### config.mk
export PLATFORM = sky130hd
export DESIGN_NAME = hcb_ctrl
export DESIGN_NICKNAME = d
export VERILOG_FILES = /design/src/design/hcb_pkg.sv /design/src/design/hcb_ctrl.sv
export SDC_FILE = /design/constraint.sdc
export NUM_CORES = 1
export LEC_CHECK = 0
export ABC_AREA = 0
export BUFFER_PORTS_ARGS = -buffer_cell sky130_fd_sc_hd__buf_2
export CORE_MARGIN = 4
export CORE_UTILIZATION = 30
export CTS_BUF_LIST = sky130_fd_sc_hd__clkbuf_8
export CTS_CLUSTER_DIAMETER = 60
export DETAILED_ROUTE_END_ITERATION = 7
export PLACE_DENSITY = 0.66
export SLEW_MARGIN = 20
export SYNTH_ARGS = -nofsm -noshare
export SYNTH_HDL_FRONTEND = slang
export SYNTH_SLANG_ARGS = --single-unit
export TNS_END_PERCENT = 100
### constraint.sdc
create_clock -name clock -period 2.5 [get_ports clock]
set_clock_uncertainty 0.2 [all_clocks]
set_input_delay 0.5 -clock clock [delete_from_list [all_inputs] [get_ports clock]]
set_output_delay 0.5 -clock clock [all_outputs]
set_load 0.01 [all_outputs]
### src/design/hcb_pkg.sv
// ----------------------------------------------------------------------------
// hcb_pkg
// shared widths and controller/datapath command and status types
// ----------------------------------------------------------------------------
`default_nettype none

package hcb_pkg;

   // fixed payload widths
   localparam int IN_WEIGHT_W = 24;
   localparam int INDEX_W     = 6;
   localparam int LENGTH_W    = 6;
   localparam int CODE_W      = 63;

   // commands from the controller to the datapath
   typedef struct packed {
      logic load;
      logic build_init;
      logic scan_init;
      logic scan_run;
      logic merge_left;
      logic merge_right;
      logic walk_init;
      logic walk_issue;
      logic walk_step;
      logic emit;
      logic walk_next;
      logic finish;
   } cmd_type;

   // status from the datapath to the controller
   typedef struct packed {
      logic merges_done;
      logic scan_done;
      logic has_parent;
      logic out_free;
      logic last_sym;
   } status_type;

endpackage

`default_nettype wire

### src/design/hcb_ctrl.sv
// ----------------------------------------------------------------------------
// hcb_ctrl
// sequencer for load, tree build (scan and merge) and code walk
// ----------------------------------------------------------------------------
`default_nettype none

module hcb_ctrl (
   input  wire logic                clock,
   input  wire logic                reset,
   input  wire logic                req_valid,
   input  wire logic                req_last,
   output logic                     req_ready,
   input  wire hcb_pkg::status_type status,
   output hcb_pkg::cmd_type         cmd
);

   typedef enum logic [3:0] {
      ST_LOAD,
      ST_CLEAR,
      ST_CHECK,
      ST_SCAN,
      ST_MERGE_L,
      ST_MERGE_R,
      ST_WALK_CHECK,
      ST_WALK_STEP,
      ST_EMIT
   } state_type;

   state_type state_ff, state_in;
   logic      ready_ff, ready_in;

   // next state and commands
   always_comb begin
      cmd      = '0;
      state_in = state_ff;
      ready_in = ready_ff;
      case (state_ff)
         ST_LOAD: begin
            if (req_valid && ready_ff) begin
               cmd.load = 1'b1;
               if (req_last) begin
                  ready_in = 1'b0;
                  state_in = ST_CLEAR;
               end
            end
         end
         ST_CLEAR: begin
            cmd.build_init = 1'b1;
            state_in       = ST_CHECK;
         end
         ST_CHECK: begin
            if (status.merges_done) begin
               cmd.walk_init = 1'b1;
               state_in      = ST_WALK_CHECK;
            end else begin
               cmd.scan_init = 1'b1;
               state_in      = ST_SCAN;
            end
         end
         ST_SCAN: begin
            cmd.scan_run = 1'b1;
            if (status.scan_done) begin
               state_in = ST_MERGE_L;
            end
         end
         ST_MERGE_L: begin
            cmd.merge_left = 1'b1;
            state_in       = ST_MERGE_R;
         end
         ST_MERGE_R: begin
            cmd.merge_right = 1'b1;
            state_in        = ST_CHECK;
         end
         ST_WALK_CHECK: begin
            if (status.has_parent) begin
               cmd.walk_issue = 1'b1;
               state_in       = ST_WALK_STEP;
            end else begin
               state_in = ST_EMIT;
            end
         end
         ST_WALK_STEP: begin
            cmd.walk_step = 1'b1;
            state_in      = ST_WALK_CHECK;
         end
         ST_EMIT: begin
            if (status.out_free) begin
               cmd.emit = 1'b1;
               if (status.last_sym) begin
                  cmd.finish = 1'b1;
                  ready_in   = 1'b1;
                  state_in   = ST_LOAD;
               end else begin
                  cmd.walk_next = 1'b1;
                  state_in      = ST_WALK_CHECK;
               end
            end
         end
         default: begin
            ready_in = 1'b1;
            state_in = ST_LOAD;
         end
      endcase
   end

   // state and registered ready
   always_ff @(posedge clock) begin
      if (reset) begin
         state_ff <= ST_LOAD;
         ready_ff <= 1'b1;
      end else begin
         state_ff <= state_in;
         ready_ff <= ready_in;
      end
   end

   assign req_ready = ready_ff;

endmodule

`default_nettype wire

**Yosys cells after proc, flatten, opt, wreduce, memory -nomap -nowiden**

Index checks and enable logic that the tools add are counted.

- Output and inout bits: 13
- Memory bits (read-only): 0
- Input port bits: 9
- Logic and storage cells: 52
- Memories kept: 0
- Bits in writable memories: 0
- Bits in latches: 0
- Flip-flop bits (word level): 5

- Multipliers: 0
- Add/sub/neg operators: 0
- Bitwise operators: 1
- Equal/unequal tests: 13
- Div/mod/pow operators: 0
- Order comparisons: 0
- Reductions and logical operators: 6
- Multiplexer cells: 30
- Shift operators: 0

Operator list:

| operator | count |
|---|---|
| 4-bit case mux with 8 select lines | 1 |
| 4-bit two-way mux | 5 |
| 1-bit two-way mux | 19 |
| 4-bit by 3-bit == test with 1-bit output (second input constant) | 4 |
| 3-bit two-way mux | 4 |
| 2-bit != test (second input constant) | 5 |
| 4-bit by 2-bit == test with 1-bit output (second input constant) | 2 |
| 7-bit OR reduction | 1 |
| 5-bit AND reduction | 1 |
| 4-bit by 1-bit == test with 1-bit output (second input constant) | 1 |
| 4-bit == test (second input constant) | 1 |
| 4-bit zero test | 1 |
| 4-bit AND reduction | 1 |
| 1-bit case mux with 3 select lines | 1 |
| 2-bit OR reduction | 1 |
| 1-bit logical AND | 1 |
| 1-bit inverter | 1 |

**Depth between registers and ports, before layout**

- Depth in word-level cells: 4
- Mapped depth: 5
- Gate-level depth less buffers: 4

**Worst setup path after synthesis**

OpenSTA, ideal clock, no wires.

- Path type: register to output
- Start point: reg state_ff[2]
- End point: out cmd[1] (netlist name)
- Path slack: 649 ps
- Cell stages (with the launch flop): 5
- Data required time: 1800 ps
- Data arrival time: 1151 ps
- Path buffers: 1
- Cells stage by stage: dfxtp_1 buf_6 nor3_2 and3_2 nor2b_1

RTL lines:

| what | line | source |
|---|---|---|
| from (decl) | hcb_ctrl.sv:29 | `state_type state_ff, state_in;` |
| from (signal assigned) | hcb_ctrl.sv:112 | `state_ff <= state_in;` |
| to (decl) | hcb_ctrl.sv:14 | `output hcb_pkg::cmd_type cmd` |

==> results.ini <==
[run_status]
status=finished clean

[yosys]
synth_common_cells=nand2_1 (7), nor3_1 (7), dfxtp_1 (5), inv_1 (5)
ys.flop_type=dfxtp_1
synth_edf_count=0
ys_ff_latch=5
synth_top_cells_by_area=dfxtp_1 (23%), nor3_1 (7.9%), nand2_1 (5.9%), inv_1 (4.2%), nor4_1 (4.2%)
avgSynthCellArea_um2=7.53
synth_nets=68
yosys.cell_types.count=29
synth_top_area_share_pct=22.5
yosys.area.top_type=dfxtp_1
netlist_instances=59
synth.cell_area_um2=444
ys_seq_area_share_pct=22.5
async_flop_share_pct=0
yosys_warnings=0

[final_layout]
layout.nets=91
layout-drive-gt1-share_pct=39.5
antenna_cells=0
post-route-util_pct=43.8
area_delta_synth_final_pct=33.2
fill_cells=145

[job]
cap_violations=0

[sta]
tightest_slew_ns=0.427
final_hold_viol_count=0
min_period_ns=2.17
finalMaxSlewViolations=0
whs_ns=0.309
max_freq_mhz=461
slew_headroom_pct=71.5
setup_viol=0
final.setup.tns_ns=0
period_share_pct=86.7
rsz0062_at_grt=false

[die]
die_w_um=46.5
die_h_um=46.5
initial_utilization_pct=32.9
rows=13
num_io_pins=22
core_mm2=0.00135
die-area_mm2=0.00216

[cts]
cts_buffers=3
cts.sinks=5
cts-htree-levels=1
root_buffer=clkbuf_8
clockBufferDepth=2
post_cts_buffers=0
cts_hold_buf=0
cts_tree=yes
cts_resized=0
clk_pin_slew_ns=0.04
insertion_delay_ns=0.23

[routing]
wire_per_inst_um=12.7
drtIter0Drc=5
via_per_inst=5.19
drt_pass1_iterations=4
drc_errors=0
postRouteAntennaNets=0
drt_wl_total_um=1220
routed-via-count=498

[global_route]
antenna_found_initial=0
track_usage_pct=13.4
grt_pass1_wl_um=1950
grt_pass1_vias=457
grt_overflow=0
grt_max_degree=13

[placement]
dp_hpwl_um=948
gp_congestion=0.753
portBuffers=21

[critical_path]
crit_fanout=10
worstSetupStartpoint=state_ff[2]$_SDFFE_PP0P_
reg2reg_from=state_ff[0]$_SDFFE_PP0P_
reg2reg_depth=4
crit_path_end=cmd[1]
endpoint_kind=primary output
r2r_slack_ns=0.80
arrival_ns=1.47
startpoint_type=flop
required_ns=1.80
worstSetupPathType=flop to primary output
r2r-end=state_ff[1]$_SDFFE_PP0P_

[power_and_ir_drop]
p_leak_nw=0.275
ir_drop_mv=0.204
pwr_density_cell_mw_per_mm2=492

[min_path]
hp-class=flop to flop

flip-flops by register name (all words and copies together) (netlist names):
| register | flops |
|---|---|
| req_ready | 1 |
| state_ff | 4 |
routing by layer:
layer / routed length (um) / share of wire [%] / up-vias / GRT usage [%]
met2: 558 / 46 / 21 / 19.8
li1: - / - / 260 / -
met4: 27 / 2.2 / 0 / 10.2
met1: 554 / 45 / 215 / 16.3
met5: 0 / 0 / - / 0
met3: 81 / 6.6 / 2 / 3.52
how the worst min path moves through the flow:
stage / start / end / cells past startpoint
6_report: req_ready$_SDFFE_PP1P_ / req_ready$_SDFFE_PP1P_ / 1
5_1_grt: reset / state_ff[1]$_SDFFE_PP0P_ / 2
4_1_cts: reset / state_ff[1]$_SDFFE_PP0P_ / 2
3_5_place_dp: req_ready$_SDFFE_PP1P_ / req_ready$_SDFFE_PP1P_ / 1
3_3_place_gp: req_ready$_SDFFE_PP1P_ / req_ready$_SDFFE_PP1P_ / 1
2_1_floorplan: req_ready$_SDFFE_PP1P_ / req_ready$_SDFFE_PP1P_ / 1
critical path, cell delays in order, from the launching register on:
cell and delay (ns):
dfxtp_1 0.40, nor3_2 0.33, and3_2 0.26, nor2b_1 0.12, buf_2 0.13
area by class of cell:
cell class              count  area, um^2  share of cell area (%)
well taps                  15        18.8                    3.17
clock inverters             1        3.75                   0.634
repair buffers             22         113                    19.0
clock buffers               3        41.3                    6.98
inverters                   5        18.8                    3.17
multi-input cells          45         297                    50.1
flip-flops and latches      5         100                    16.9
through the flow:
stage	instance area [um^2]	total power, mW	std cells	setup slack [ns]
6_report	592	0.291	96	0.331
5_1_grt	592	0.309	96	0.190
4_1_cts	592	0.296	96	0.319
3_3_place_gp	547	0.142	92	0.626
3_5_place_dp	547	0.143	92	0.564
2_1_floorplan	444	0.123	59	0.649
where the power goes:
group          internal [mW]  total [mW]  switching (mW)
Combinational         0.0235      0.0505          0.0270
Sequential            0.0838      0.0906         0.00683
Clock                  0.106       0.150          0.0443
cell families after synthesis:
family	after synthesis	synth area share (%)
buffers and inverters	9	10.7
and+or+nand+nor	31	42.0
DFF	5	22.5
AOI/OAI and AO/OA	14	24.8
cell usage in the layout, fill, tap and decap left out, types with 2 or more instances in the layout:
cell type	n
nor2b_1	2
inv_1	6
a31oi_1	2
buf_2	21
nor3_1	7
nor2_1	3
nand2_1	7
nor4_1	3
dfxtp_1	5
nand2b_1	2
a21oi_1	2
clkbuf_8	3
o21ai_0	2
Power figures use the tool's default switching activity.
